$ cat config.mk
export PLATFORM = sky130hd
export DESIGN_NAME = semver_text_parser
export DESIGN_NICKNAME = d
export VERILOG_FILES = /design/src/svp_pkg.sv /design/src/svp_front.sv /design/src/svp_queue.sv /design/src/svp_back.sv /design/src/semver_text_parser.sv
export SDC_FILE = /design/constraint.sdc
export NUM_CORES = 1
export LEC_CHECK = 0
export BUFFER_PORTS_ARGS = -buffer_cell sky130_fd_sc_hd__buf_2
export CAP_MARGIN = 20
export CORE_MARGIN = 1
export CORE_UTILIZATION = 55
export DETAILED_ROUTE_END_ITERATION = 8
export GPL_TIMING_DRIVEN = 0
export PLACE_DENSITY_LB_ADDON = 0.3
export SLEW_MARGIN = 20
export SYNTH_ARGS = -nofsm -noshare
export SYNTH_HDL_FRONTEND = slang
export SYNTH_SLANG_ARGS = --single-unit
$ cat constraint.sdc
create_clock -name clk_i -period 4.01 [get_ports clk_i]
set_input_delay 0 -clock clk_i [delete_from_list [all_inputs] [get_ports clk_i]]
set_output_delay 0 -clock clk_i [all_outputs]
set_load 0.01 [all_outputs]
$ cat src/svp_pkg.sv
// Shared types and constants of the version text parser.
// No dependencies; imported by every design module of the block.
`default_nettype none

package svp_pkg;

  localparam int unsigned MaxTextBytes  = 32;
  localparam int unsigned CntW          = $clog2(MaxTextBytes + 1);
  localparam int unsigned PartMaxDigits = 5;
  localparam int unsigned PartMaxValue  = 65535;
  localparam int unsigned ValW          = 16;

  localparam logic [7:0] DotChar  = 8'h2E;
  localparam logic [7:0] CharZero = 8'h30;
  localparam logic [7:0] CharNine = 8'h39;

  // Class of one text character, decided by the front end.
  typedef enum logic [1:0] {
    CLS_DIGIT = 2'd0,
    CLS_DOT   = 2'd1,
    CLS_OTHER = 2'd2
  } char_cls_e;

  // Classified character handed from the front end to the back end.
  typedef struct packed {
    char_cls_e  cls;
    logic [3:0] digit;
    logic       last;
  } item_t;

  // One finished result.
  typedef struct packed {
    logic            accepted;
    logic [ValW-1:0] major;
    logic [ValW-1:0] minor;
    logic [ValW-1:0] patch;
  } result_t;

endpackage

`default_nettype wire

$ cat src/svp_front.sv
// Front end: takes characters and registers them with their class.
// Depends on svp_pkg.
`default_nettype none

module svp_front import svp_pkg::*; (
  input  wire logic       clk_i,
  input  wire logic       rst_ni,
  input  wire logic       push,
  output logic            full,
  input  wire logic [7:0] character_i,
  input  wire logic       last_char_i,
  output logic            valid_o,
  output item_t           item_o,
  input  wire logic       ready_i
);

  logic  valid_q, valid_d;
  item_t item_q, item_d;
  logic  take;

  assign full  = valid_q && !ready_i;
  assign take  = push && !full;

  always_comb begin
    item_d       = item_q;
    item_d.last  = last_char_i;
    item_d.digit = 4'(character_i - CharZero);
    if (character_i == DotChar) begin
      item_d.cls = CLS_DOT;
    end else if (character_i >= CharZero && character_i <= CharNine) begin
      item_d.cls = CLS_DIGIT;
    end else begin
      item_d.cls = CLS_OTHER;
    end
  end

  always_comb begin
    valid_d = valid_q;
    if (take) begin
      valid_d = 1'b1;
    end else if (ready_i) begin
      valid_d = 1'b0;
    end
  end

  always_ff @(posedge clk_i or negedge rst_ni) begin
    if (!rst_ni) begin
      valid_q <= 1'b0;
    end else begin
      valid_q <= valid_d;
    end
  end

  always_ff @(posedge clk_i) begin
    if (take) begin
      item_q <= item_d;
    end
  end

  assign valid_o = valid_q;
  assign item_o  = item_q;

endmodule

`default_nettype wire

$ cat src/svp_queue.sv
// Two-entry queue of classified characters between front and back end.
// Depends on svp_pkg.
`default_nettype none

module svp_queue import svp_pkg::*; (
  input  wire logic  clk_i,
  input  wire logic  rst_ni,
  input  wire logic  wr_valid_i,
  input  wire item_t wr_item_i,
  output logic       wr_ready_o,
  output logic       rd_valid_o,
  output item_t      rd_item_o,
  input  wire logic  rd_ready_i
);

  item_t       mem_q [2];
  logic        wptr_q, rptr_q;
  logic [1:0]  cnt_q;
  logic        wr, rd;

  assign wr_ready_o = (cnt_q != 2'd2);
  assign rd_valid_o = (cnt_q != 2'd0);
  assign wr = wr_valid_i && wr_ready_o;
  assign rd = rd_valid_o && rd_ready_i;
  assign rd_item_o = mem_q[rptr_q];

  always_ff @(posedge clk_i or negedge rst_ni) begin
    if (!rst_ni) begin
      wptr_q <= 1'b0;
      rptr_q <= 1'b0;
      cnt_q  <= 2'd0;
    end else begin
      if (wr) begin
        wptr_q <= !wptr_q;
      end
      if (rd) begin
        rptr_q <= !rptr_q;
      end
      if (wr && !rd) begin
        cnt_q <= cnt_q + 2'd1;
      end else if (rd && !wr) begin
        cnt_q <= cnt_q - 2'd1;
      end
    end
  end

  always_ff @(posedge clk_i) begin
    if (wr) begin
      mem_q[wptr_q] <= wr_item_i;
    end
  end

endmodule

`default_nettype wire

$ cat src/svp_back.sv
// Back end: parse state per character and a two-entry result queue.
// Depends on svp_pkg.
`default_nettype none

module svp_back import svp_pkg::*; (
  input  wire logic  clk_i,
  input  wire logic  rst_ni,
  input  wire logic  valid_i,
  input  wire item_t item_i,
  output logic       ready_o,
  output logic       empty,
  input  wire logic  pop,
  output result_t    result_o
);

  logic [CntW-1:0] cnt_q, cnt_d;
  logic [1:0]      part_q, part_d;
  logic [2:0]      dig_q, dig_d;
  logic [ValW-1:0] run_q, run_d;
  logic [ValW-1:0] maj_q, maj_d;
  logic [ValW-1:0] min_q, min_d;
  logic            fail_q, fail_d;

  logic [ValW+3:0] prod;
  logic            take;
  logic            ok;
  logic            res_push;
  result_t         res_d;

  result_t         res_mem_q [2];
  logic            res_wptr_q, res_rptr_q;
  logic [1:0]      res_cnt_q;
  logic            res_pop;

  assign ready_o = (res_cnt_q != 2'd2);
  assign take    = valid_i && ready_o;

  // Next value of the current part: value * 10 + digit.
  assign prod = ({1'b0, run_q, 3'b000} + {3'b000, run_q, 1'b0}) + {(ValW)'(0), item_i.digit};

  always_comb begin
    cnt_d    = cnt_q;
    part_d   = part_q;
    dig_d    = dig_q;
    run_d    = run_q;
    maj_d    = maj_q;
    min_d    = min_q;
    fail_d   = fail_q;
    ok       = 1'b0;
    res_push = 1'b0;
    res_d    = '0;
    if (take) begin
      if (cnt_q >= CntW'(MaxTextBytes)) begin
        fail_d = 1'b1;
      end else begin
        cnt_d = cnt_q + 1'b1;
        if (!fail_q) begin
          case (item_i.cls)
            CLS_DOT: begin
              if (dig_q == 3'd0 || part_q >= 2'd2) begin
                fail_d = 1'b1;
              end else begin
                if (part_q == 2'd0) begin
                  maj_d = run_q;
                end else begin
                  min_d = run_q;
                end
                part_d = part_q + 2'd1;
                run_d  = '0;
                dig_d  = 3'd0;
              end
            end
            CLS_DIGIT: begin
              if (dig_q == 3'd1 && run_q == '0) begin
                fail_d = 1'b1;
              end else if (dig_q >= 3'(PartMaxDigits)) begin
                fail_d = 1'b1;
              end else if (prod > (ValW + 4)'(PartMaxValue)) begin
                fail_d = 1'b1;
              end else begin
                run_d = prod[ValW-1:0];
                dig_d = dig_q + 3'd1;
              end
            end
            default: begin
              fail_d = 1'b1;
            end
          endcase
        end
      end
      if (item_i.last) begin
        ok             = !fail_d && dig_d != 3'd0 && part_d == 2'd2;
        res_push       = 1'b1;
        res_d.accepted = ok;
        res_d.major    = ok ? maj_d : '0;
        res_d.minor    = ok ? min_d : '0;
        res_d.patch    = ok ? run_d : '0;
        cnt_d  = '0;
        part_d = 2'd0;
        dig_d  = 3'd0;
        run_d  = '0;
        maj_d  = '0;
        min_d  = '0;
        fail_d = 1'b0;
      end
    end
  end

  always_ff @(posedge clk_i or negedge rst_ni) begin
    if (!rst_ni) begin
      cnt_q  <= '0;
      part_q <= 2'd0;
      dig_q  <= 3'd0;
      run_q  <= '0;
      maj_q  <= '0;
      min_q  <= '0;
      fail_q <= 1'b0;
    end else begin
      cnt_q  <= cnt_d;
      part_q <= part_d;
      dig_q  <= dig_d;
      run_q  <= run_d;
      maj_q  <= maj_d;
      min_q  <= min_d;
      fail_q <= fail_d;
    end
  end

  // Result queue.
  assign empty    = (res_cnt_q == 2'd0);
  assign res_pop  = pop && !empty;
  assign result_o = res_mem_q[res_rptr_q];

  always_ff @(posedge clk_i or negedge rst_ni) begin
    if (!rst_ni) begin
      res_wptr_q <= 1'b0;
      res_rptr_q <= 1'b0;
      res_cnt_q  <= 2'd0;
    end else begin
      if (res_push) begin
        res_wptr_q <= !res_wptr_q;
      end
      if (res_pop) begin
        res_rptr_q <= !res_rptr_q;
      end
      if (res_push && !res_pop) begin
        res_cnt_q <= res_cnt_q + 2'd1;
      end else if (res_pop && !res_push) begin
        res_cnt_q <= res_cnt_q - 2'd1;
      end
    end
  end

  always_ff @(posedge clk_i) begin
    if (res_push) begin
      res_mem_q[res_wptr_q] <= res_d;
    end
  end

endmodule

`default_nettype wire

$ cat src/semver_text_parser.sv
// Version text parser: checks "MAJOR.MINOR.PATCH" text that arrives one
// character per word, with the final character flagged by last_char_i. Each
// part must have 1 to 5 digits, no leading zero and a value of at most
// 65535; the text may hold at most 32 characters. One result word comes out
// per text, after its final character: accepted_o plus the three values,
// which are zero when the text is rejected. The block takes one character
// per clock cycle for as long as the result side keeps up; that rate is set
// by the back end, which updates the part value (a multiply by ten and an
// add) once per cycle. A result passes the classifying input register, the
// two-word queue and the two-word result queue on its way to the result
// ports; the back end writes it into its result queue at the edge where it
// takes that character.
// Depends on svp_pkg, svp_front, svp_queue and svp_back.
`default_nettype none

module semver_text_parser import svp_pkg::*; (
  input  wire logic        clk_i,
  input  wire logic        rst_ni,
  input  wire logic        push,
  output logic             full,
  input  wire logic [7:0]  character_i,
  input  wire logic        last_char_i,
  output logic             empty,
  input  wire logic        pop,
  output logic             accepted_o,
  output logic [15:0]      major_value_o,
  output logic [15:0]      minor_value_o,
  output logic [15:0]      patch_value_o
);

  // Front end to queue.
  logic    fq_valid, fq_ready;
  item_t   fq_item;
  // Queue to back end.
  logic    qb_valid, qb_ready;
  item_t   qb_item;
  result_t result;

  // The front end classifies each character as digit, dot or other and keeps
  // it in a register; full is decoded from that register and the queue's count.
  svp_front u_front (
    .clk_i       (clk_i),
    .rst_ni      (rst_ni),
    .push        (push),
    .full        (full),
    .character_i (character_i),
    .last_char_i (last_char_i),
    .valid_o     (fq_valid),
    .item_o      (fq_item),
    .ready_i     (fq_ready)
  );

  // A short queue lets the front end keep taking words while the back end
  // waits for room in its result queue.
  svp_queue u_queue (
    .clk_i      (clk_i),
    .rst_ni     (rst_ni),
    .wr_valid_i (fq_valid),
    .wr_item_i  (fq_item),
    .wr_ready_o (fq_ready),
    .rd_valid_o (qb_valid),
    .rd_item_o  (qb_item),
    .rd_ready_i (qb_ready)
  );

  // The back end holds the parse state, checks every rule, and on the final
  // character writes the result word and clears its state for the next text.
  svp_back u_back (
    .clk_i    (clk_i),
    .rst_ni   (rst_ni),
    .valid_i  (qb_valid),
    .item_i   (qb_item),
    .ready_o  (qb_ready),
    .empty    (empty),
    .pop      (pop),
    .result_o (result)
  );

  assign accepted_o    = result.accepted;
  assign major_value_o = result.major;
  assign minor_value_o = result.minor;
  assign patch_value_o = result.patch;

endmodule

`default_nettype wire

==> results of run 1 <==
## registers in the layout, indices dropped and copies added, names as in the netlist
name	count
u_queue.cnt_q	2
u_back.dig_q	3
u_back.maj_q	16
u_front.valid_o	1
u_back.min_q	16
u_back.res_rptr_q	1
u_queue.wptr_q	1
u_front.item_o	7
u_back.part_q	2
u_back.res_mem_q	98
u_back.res_cnt_q	2
u_back.run_q	16
u_queue.rptr_q	1
u_back.res_wptr_q	1
u_back.fail_q	1
u_back.cnt_q	6
u_queue.mem_q	14
## final cells by class
cell class              count  area (µm²)  share of cell area, %
flip-flops and latches    188        5305                  46.55
multi-input cells         455        4084                  35.83
repair buffers            103       848.3                  7.443
clock buffers              23       511.7                  4.490
well taps                 216       270.3                  2.371
plain buffers              30       224.0                  1.965
clock inverters             9       93.84                 0.8234
inverters                  16       60.06                 0.5270
## metrics by stage
stage	worst slack (ns)	area, µm²
floorplan	0.05303	9140
global placement	-0.7442	9726
detailed placement	-0.7771	9823
CTS	-0.1632	10870
global route	-0.1403	11400
finish	-0.02256	11400
## repair_timing
| action | in CTS | in global routing |
|---|---|---|
| gates cloned | 0 | 5 |
| setup buffers | 14 | 6 |
| hold buffers | 12 | 0 |
| pin swaps | 12 | 33 |
| endpoints found under the hold margin | 77 | 0 |
| endpoints found under the setup margin | 117 | 115 |
| gates resized for setup | 44 | 71 |
## worst max-delay path by stage
stage,from,endpoint,depth (start not counted)
detailed placement,u_queue.rptr_q,u_back.res_mem_q[0][48],14
floorplan,u_queue.rptr_q,u_back.res_mem_q[0][40],13
global route,u_queue.rptr_q,u_back.res_mem_q[1][39],15
CTS,u_queue.rptr_q,u_back.res_mem_q[0][0],15
global placement,u_queue.rptr_q,u_back.res_mem_q[0][48],14
finish,u_queue.rptr_q,u_back.res_mem_q[1][30],14
## power by group through the flow
stage | clock (µW) | sequential (µW) | combinational, µW
floorplan | 0 | 2770 | 1490
global placement | 0 | 2830 | 2070
detailed placement | 0 | 2840 | 2220
CTS | 1720 | 2800 | 2330
global route | 1790 | 2850 | 2600
finish | 1710 | 2810 | 2390
## per-layer routing
metal  up-vias  GRT usage, %  routed length (µm)
li1       2880             -                   -
met1      3169         30.70                8716
met2       218         44.13               10890
met3        53         5.130                1125
met4         0         10.62                 643
met5         -             0                   0
## cells in the mapped netlist, types with 3 or more instances
cell      instances
edfxtp_1        119
dfrtp_1          69
mux2_2           60
a21oi_1          53
nand2_1          42
ha_1             40
mux2i_1          37
a22o_1           36
nor2_1           20
o21ai_0          18
xnor2_1          16
clkbuf_1         15
inv_1            14
a21o_1           13
nor3_1           13
a21oi_2          11
buf_2            11
nand3_1          11
o21ai_1          10
xor2_1            7
a31oi_1           4
and2_1            4
and3_1            4
nor4_1            4
o211ai_1          4
o31ai_1           4
a211oi_1          3
a21boi_1          3
buf_6             3
## cells by family after synthesis
group                      synth area share, %
DFF                                      57.99
AOI/OAI and AO/OA                        13.42
muxes                                    11.69
buffers and inverters                    2.368
xor gates and xnor gates                 2.382
adders and majority gates                5.914
and+or+nand+nor                          6.242
## worst max-delay path, cell delays in order, from the launching register on
cell       delay (ns)
dfrtp_2          0.44
mux2_4           0.31
fa_1             0.48
fa_2             0.38
a211oi_2         0.26
o211ai_1         0.15
a21oi_2          0.20
o31a_1           0.21
mux2i_4          0.28
buf_6            0.16
a41oi_4          0.12
o2111ai_4        0.32
buf_6            0.21
clkbuf_16        0.18
a21oi_4          0.06
==> run_results.csv, run 1 <==
group,metric,value,unit
routing,wl_per_cell,20.55,µm
critical_path,endpoint_kind,"flop",
power_and_ir_drop,netSwitchingFraction,34.08,%
job,cap_violations,0,
power_and_ir_drop,irDropWorstVdd,0.0003896,V
hold_path,hold_class,"primary input to flop",
die,die_x,130.9,µm
clocking,cts_tree,"done",
routing,drt_wl_total,21380,µm
global_route,grt_pass1_vias,6275,
run_status,run_status,"complete, but fails checks",
hold_path,holdPathStages,3,
clocking,numCtsBuffers,17,
die,die_h,130.9,µm
placement,gp_congestion,0.9228,
die,pin_count,64,
clocking,htree_levels,4,
finish,n_antenna_cell,0,
synth,synthCells,690,
die,start_util,56.92,%
placement,detailedPlacementHpwl,13800,µm
power_and_ir_drop,intPower,4556,µW
power_and_ir_drop,powerDensity,606.4,nW/µm²
synth,yosysWarnings,0,
power_and_ir_drop,clkPwrFrac,24.7,%
sta,report.final.slew_viol_count,0,
finish,drive_gt1_share,32.52,%
critical_path,critical_path_class,"flop to flop",
routing,routed_via_density,6.077,
finish,final_cell_mix,"edfxtp_1 (119), buf_2 (66), dfrtp_1 (65)",
sta,setup_slack,-0.02256,ns
hold_path,min_from,"pop",
critical_path,rr_worst_depth,14,
synth,synthDistinctLibCells,63,
run_status,violations,"setup timing",
power_and_ir_drop,totalPowerFinal,6912,µW
synth,synth_fp_nets,745,
finish,fin_nets,866,
sta,rsz0062_at_grt,"yes",
sta,clock_skew,0.01313,ns
clocking,clock_latency,0.44,ns
global_route,gr-total-overflow,0,
routing,drtIter0Drc,520,
clocking,clock_path_buffers,2,
global_route,grt_usage,25.34,%
finish,finalCoreUtilization,70.98,%
finish,layout.cells.non_filler,1040,
sta,final-hold-violation-count,0,
routing,drc,0,
sta,relSlewSlack,43.11,%
sta,fmax,0.2480,GHz
placement,dp_cells,972,
critical_path,rrSetupSlack,-0.02,ns
sta,setup_viol,38,
sta,worst_pin_slew,0.8506,ns
sta,fin_crit,4.033,ns
routing,vias,6320,
synth,synth_top_area_cell,"edfxtp_1",
sta,fin_crit_sh,100.6,%
sta,holdWs,0.03796,ns
die,dieArea,17140,µm²
synth,synth_edf_count,119,
power_and_ir_drop,cellLeakagePower,0.004546,µW
critical_path,r2r-end,"u_back.res_mem_q[1][30]",
synth,syn_area,9140,µm²
synth,ys.flop_type,"edfxtp_1",
synth,ys_top_cells_by_area,"edfxtp_1 (39%), dfrtp_1 (19%), mux2_2 (7.4%), ha_1 (5.5%), mux2i_1 (4.1%)",
power_and_ir_drop,share_seq_of_total_power,40.7,%
routing,dr.pass1.iters,5,
finish,nFillCells,1052,
power_and_ir_drop,p_sw,2356,µW
critical_path,cp-start-kind,"flop",
synth,yosysSeqAreaShare,57.99,%
critical_path,cp_data_required_time,4.19,ns
clocking,clk_pin_slew_worst_paths,0.07,ns
placement,io_buffers,63,
clocking,cts.sink_count,188,
sta,tns,-0.4243,ns
finish,layout_commonest_cell,"edfxtp_1",
synth,ys_ff_latch,188,
global_route,grt_max_degree,52,
routing,ant_nets,0,
die,core_area,16060,µm²
critical_path,crit_fanout,5,
critical_path,cp.arrival,4.21,ns
synth,async_flop_share,36.70,%
synth,synth.top_cell.area_share,39.10,%
power_and_ir_drop,comb_power_share,34.6,%
global_route,antenna_found_initial,0,
critical_path,r2r-start,"u_queue.rptr_q",
die,num_rows,46,
clocking,clockRootBuffer,"clkbuf_16",
hold_path,hold_end,"u_back.res_rptr_q",
global_route,grt_pass1_wl,32220,µm
finish,area.growth.synth_to_final,24.70,%
synth,syn_avg_cell_area,13.25,µm²
(Power assumes the default switching activity.)
==> inputs of run 2 (changes only) <==
Settings changed: ABC_AREA set to 1, CORE_UTILIZATION 55 to 50.
==> run_results.csv, run 2 <==
group,metric,value,unit
run_status,run_status,"finished, final reports clean",
finish,area.growth.synth_to_final,15.77,%
die,die_h,139.4,µm
synth,synthTopCellsByCount,"nand2_1 (354), edfxtp_1 (119), o21ai_0 (109), inv_1 (89), nor2_1 (70)",
power_and_ir_drop,powerDensity,729.9,nW/µm²
global_route,grt_pass1_vias,6944,
sta,report.final.slew_viol_count,0,
global_route,gr-total-overflow,0,
critical_path,cp.arrival,3.93,ns
routing,drc,0,
die,dieArea,19420,µm²
clocking,cts_tree,"done",
finish,regMostFlops,"u_back.res_mem_q",
critical_path,cp_cell_sequence,"buf_4, inv_4, nand2_1, nand2_1, fa_2, fa_2, nand2_1, nand2_1, nand3b_1, nand2_2, nand2_2, nand3_1, nand2_1, nand2_2, nor2_4, nand3_1, nand3_1, nand2_1, nor2_2, nand2_1, nand2_2, buf_8, clkbuf_16, nor2_4",
power_and_ir_drop,irDropWorstVdd,0.0006791,V
routing,routed_via_density,5.289,
die,start_util,51.81,%
finish,final_cell_mix,"nand2_1 (352), edfxtp_1 (119), o21ai_0 (109)",
synth,synth_fp_nets,1088,
critical_path,endpoint_kind,"flop",
synth,yosysWarnings,0,
power_and_ir_drop,cellLeakagePower,0.004792,µW
global_route,grt_usage,23.14,%
die,pin_count,64,
synth,synthCells,1033,
routing,wl_per_cell,15.65,µm
clocking,clk_pin_slew_worst_paths,0.07,ns
placement,io_buffers,63,
finish,n_antenna_cell,0,
global_route,grt_pass1_wl,34850,µm
synth,syn_avg_cell_area,9.133,µm²
sta,fin_crit,3.753,ns
clocking,clock_path_buffers,2,
sta,tns,0,ns
critical_path,critPathTopFamily,"simple AND/OR/NAND/NOR gates",
synth,ys.flop_type,"edfxtp_1",
sta,final-hold-violation-count,0,
routing,drtIter0Drc,671,
critical_path,crit_fanout,9,
synth,async_flop_share,36.70,%
clocking,htree_levels,4,
routing,drt_wl_total,21550,µm
die,die_x,139.4,µm
sta,holdWs,0.01666,ns
global_route,grt_use_met2,37.45,%
critical_path,critPathMaxStageDelay,0.48,ns
critical_path,worst-path-buf-inv,4,
critical_path,cp-start-kind,"flop",
clocking,numCtsBuffers,17,
routing,dr.pass1.iters,5,
synth,ys_ff_latch,188,
synth,synth_edf_count,119,
synth,yosysSeqAreaShare,56.18,%
finish,drive_gt1_share,12.80,%
global_route,antenna_found_initial,0,
sta,setup_viol,0,
critical_path,crit_top_cell,"nand2_1",
synth,synthDistinctLibCells,41,
sta,clock_skew,0.008878,ns
routing,vias,7283,
placement,detailedPlacementHpwl,15370,µm
critical_path,cp_slowest_cell,"fa_2",
synth,synth_top_area_cell,"edfxtp_1",
sta,relSlewSlack,51.13,%
job,cap_violations,0,
finish,layout_commonest_cell,"nand2_1",
sta,fmax,0.2664,GHz
critical_path,cp_data_required_time,4.19,ns
placement,gp_congestion,0.8363,
global_route,met1_usage,31.58,%
placement,dp_cells,1330,
synth,ys_top_cells_by_area,"edfxtp_1 (38%), dfrtp_1 (18%), nand2_1 (14%), o21ai_0 (5.8%), ha_1 (5.3%)",
finish,layout.cells.non_filler,1377,
sta,fin_crit_sh,93.60,%
synth,synth.top_cell.area_share,37.88,%
synth,syn_area,9434,µm²
sta,worst_pin_slew,0.7331,ns
global_route,grt_max_degree,47,
routing,ant_nets,0,
die,core_area,18210,µm²
global_route,use_met3,4.129,%
sta,rsz0062_at_grt,"no",
die,num_rows,49,
finish,design_area,10920,µm²
synth,yosys.cell_count.top_type,"nand2_1",
finish,fin_nets,1190,
critical_path,critical_path_class,"flop to flop",
hold_path,hold_class,"primary input to async pin",
placement,post_dp_cell_area,10160,µm²
global_route,top_usage_layer,"met2",
power_and_ir_drop,totalPowerFinal,7972,µW
finish,largest_reg_flops,98,
clocking,cts.sink_count,188,
clocking,clock_latency,0.44,ns
clocking,clockRootBuffer,"clkbuf_16",
## run 2: cell types whose count changed after synthesis, sizes merged, moves of 9 or more
cell    before  now
o211ai       5   14
mux2        60    0
a21o        13    0
a21oi       64   21
xnor2       17    8
inv         15   98
nor2        21   82
clkbuf      15   32
a22o        36    0
mux2i       38    1
o21ai       28  110
buf         16    7
nand2       42  360
nand3       11   21
## run 2: final cells by class
type | instances | area [µm²]
Fill cell | 1515 | 7287
Sequential cell | 188 | 5300
Clock buffer | 19 | 432.9
Clock inverter | 13 | 135.1
Tap cell | 229 | 286.5
Timing Repair Buffer | 83 | 585.6
Buffer | 39 | 190.2
Inverter | 99 | 374.1
Multi-Input combinational cell | 707 | 3617
## run 2: routing by layer
layer,up-vias,part of all wire [%],wire [µm]
li1,3604,-,-
met1,3423,46,9881
met2,221,47,10100
met3,35,5.6,1215
met4,0,1.6,355
met5,-,0,0
## run 2: path summary, 6_finish.rpt
kind | from | endpoint | slack (ns) | depth (start not counted)
worst max-delay path | u_queue.rptr_q | u_back.res_mem_q[0][44] | 0.26 | 24
worst min-delay path | rst_ni | u_back.res_cnt_q[0] | 0.02 | 2
worst max register to register | u_queue.rptr_q | u_back.res_mem_q[0][44] | 0.26 | 24
worst min register to register | u_front.item_o[4] | u_queue.mem_q[1][4] | 0.45 | 0
max in group asynchronous | rst_ni | u_back.min_q[7] | 3.44 | 3
min in group clk_i | last_char_i | u_front.item_o[0] | 0.28 | 2
## run 2: cell families (layout without fill, tap and decap cells)
kind of cell / after synthesis / count (layout) / share of synthesized area [%]
AO/OA/AOI/OAI: 155 / 155 / 8.780
XOR/XNOR: 20 / 20 / 1.857
adder cells (fa/ha/maj): 42 / 42 / 5.729
buffers and inverters: 138 / 253 / 5.769
flip-flops: 188 / 188 / 56.18
multiplexers: 1 / 1 / 0.1061
AND/OR/NAND/NOR: 489 / 489 / 21.58
## run 2: worst reg2reg max path, cell delays in order (launching register included)
cell	delay [ns]
dfrtp_1	0.36
buf_4	0.16
inv_4	0.09
nand2_1	0.06
nand2_1	0.10
fa_2	0.48
fa_2	0.42
nand2_1	0.07
nand2_1	0.10
nand3b_1	0.12
nand2_2	0.09
nand2_2	0.11
nand3_1	0.08
nand2_1	0.10
nand2_2	0.07
nor2_4	0.18
nand3_1	0.10
nand3_1	0.09
nand2_1	0.08
nor2_2	0.12
nand2_1	0.07
nand2_2	0.12
buf_8	0.16
clkbuf_16	0.17
nor2_4	0.04
## run 2: power breakdown
part	switching, µW	total (µW)	leakage (µW)	internal, µW
combinational	2380	3470	0.00247	1090
sequential	236	2880	0.00206	2640
clock	756	1630	0.000265	872
## run 2: timing repair
action / 4_1_cts / 5_1_grt
hold buffers: 12 / 0
hold endpoints to repair: 78 / 0
setup buffers: 0 / 2
gates resized for setup: 0 / 16
endpoints found under the setup margin: 0 / 113
## run 2: through the flow
step	worst slack, ns	util, %
2_1_floorplan	0.2891	-
3_3_place_gp	-1.292	55.12
3_5_place_dp	0.07576	55.80
4_1_cts	0.07117	59.58
5_1_grt	0.001263	59.98
6_report	0.2567	59.98
==> inputs of run 3 (changes only) <==
Settings changed: CTS_BUF_LIST set to sky130_fd_sc_hd__clkbuf_4 sky130_fd_sc_hd__clkbuf_8.
==> run_results.csv, run 3 (same netlist as run 2, synthesis figures left out) <==
group,metric,value,unit
run_status,run_status,"finished, final reports clean",
power_and_ir_drop,totalPowerFinal,7540,µW
sta,fin_crit,3.753,ns
critical_path,critical_path_class,"flop to flop",
global_route,grt_usage,22.92,%
sta,final-hold-violation-count,0,
critical_path,startpoint,"u_queue.rptr_q",
critical_path,r2r-start,"u_queue.rptr_q",
critical_path,crit_fanout,10,
placement,detailedPlacementHpwl,15370,µm
sta,fin_crit_sh,93.60,%
routing,routed_via_density,5.271,
placement,dp_cells,1330,
finish,area.growth.synth_to_final,13.86,%
placement,post_dp_cell_area,10160,µm²
die,die_x,139.4,µm
job,cap_violations,0,
routing,vias,7263,
clocking,cts.sink_count,188,
die,pin_count,64,
critical_path,cp-start-kind,"flop",
critical_path,endpoint_kind,"flop",
clocking,clock_path_buffers,2,
routing,drt_wl_total,21280,µm
critical_path,cp.arrival,4.01,ns
die,num_rows,49,
routing,wl_per_cell,15.44,µm
die,core_area,18210,µm²
critical_path,cp_data_required_time,4.27,ns
sta,fmax,0.2664,GHz
finish,finalCoreUtilization,58.99,%
finish,n_antenna_cell,0,
finish,layout.cells.non_filler,1378,
finish,final_cell_mix,"nand2_1 (352), edfxtp_1 (119), o21ai_0 (109)",
routing,drtIter0Drc,528,
hold_path,hold_class,"primary input to async pin",
clocking,cts_tree,"done",
die,dieArea,19420,µm²
finish,fin_nets,1191,
sta,setup_viol,0,
finish,drive_gt1_share,12.97,%
die,die_h,139.4,µm
power_and_ir_drop,irDropWorstVdd,0.0006691,V
global_route,antenna_found_initial,0,
sta,worst_pin_slew,0.7429,ns
routing,drc,0,
sta,clock_skew,0.01178,ns
routing,dr.pass1.iters,5,
global_route,grt_pass1_wl,34580,µm
sta,rsz0062_at_grt,"no",
critical_path,rrSetupSlack,0.26,ns
sta,relSlewSlack,50.48,%
finish,largest_reg_flops,98,
global_route,grt_max_degree,47,
routing,ant_nets,0,
finish,layout_commonest_cell,"nand2_1",
finish,design_area,10740,µm²
die,start_util,51.81,%
power_and_ir_drop,powerDensity,701.9,nW/µm²
clocking,htree_levels,4,
clocking,clock_latency,0.46,ns
clocking,numCtsBuffers,17,
power_and_ir_drop,cellLeakagePower,0.004712,µW
placement,gp_congestion,0.8363,
clocking,clockRootBuffer,"clkbuf_8",
global_route,grt_pass1_vias,6919,
placement,io_buffers,63,
clocking,clk_pin_slew_worst_paths,0.09,ns
global_route,gr-total-overflow,0,
finish,regMostFlops,"u_back.res_mem_q",
sta,report.final.slew_viol_count,0,
==> run 3: cell count changes in the layout (fill, tap and decap cells not counted), sizes merged <==
cell  previous run  this run
buf             75        76
==> run 3: through the flow <==
step                      TNS (ns)  hold WS [ns]  worst slack [ns]
after global routing             0       0.04757          0.001767
after detailed placement         0      -0.06819           0.07576
after CTS                        0       0.03733           0.07338
after global placement     -125.61        0.1774            -1.292
final                            0       0.05432            0.2568
after floorplan                  0       -0.2956            0.2891
==> run 3: what timing repair did <==
item                                    in CTS  in global routing
hold endpoints to repair                    78                  0
setup buffers                                0                  2
gates resized for setup                      0                 14
hold buffers                                13                  0
endpoints found under the setup margin       0                113
==> run 3: cell type report <==
class / count / area, µm²
buffer: 39 / 188.9
fill: 1554 / 7467
multi-input combinational: 707 / 3617
sequential: 188 / 5300
tap: 229 / 286.5
inverter: 99 / 374.1
clock buffer: 19 / 249.0
clock inverter: 13 / 135.1
timing repair buffer: 84 / 590.6
==> run 3: final timing paths <==
| kind | to | depth (start not counted) |
|---|---|---|
| max in group asynchronous | u_back.maj_q[2] | 3 |
| min in group clk_i | u_front.item_o[0] | 2 |
| worst min register to register | u_queue.mem_q[1][6] | 0 |
| worst max register to register | u_back.res_mem_q[0][4] | 22 |
| worst max-delay path | u_back.res_mem_q[0][4] | 22 |
| worst min-delay path | u_back.maj_q[4] | 3 |
==> run 3: critical path, cell delays in order, from the launching register on <==
cell and delay [ns]:
dfrtp_1 0.37, buf_4 0.16, inv_4 0.09, nand2_1 0.06
nand2_1 0.10, fa_2 0.48, fa_2 0.42, nand2_1 0.07
nand2_1 0.10, nand3b_1 0.12, nand2_2 0.09, nand2_2 0.11
nand3_1 0.08, nand2_1 0.10, nand2_2 0.07, nor2_4 0.18
nand2_2 0.11, clkbuf_2 0.21, nand2_1 0.09, nand3_1 0.07
o22ai_1 0.18, inv_1 0.06, nor2_1 0.26
==> run 3: report_power, final <==
group,internal [µW],switching [µW]
Clock,521,701
Sequential,2630,232
Combinational,1080,2370
Total,4240,3300
==> run 3: metal layers <==
| layer | track usage (%) | part of all wire (%) |
|---|---|---|
| met2 | 36.60 | 47 |
| met5 | 0 | 0 |
| met3 | 4.474 | 6.6 |
| met1 | 31.70 | 45 |
| met4 | 7.018 | 1.8 |
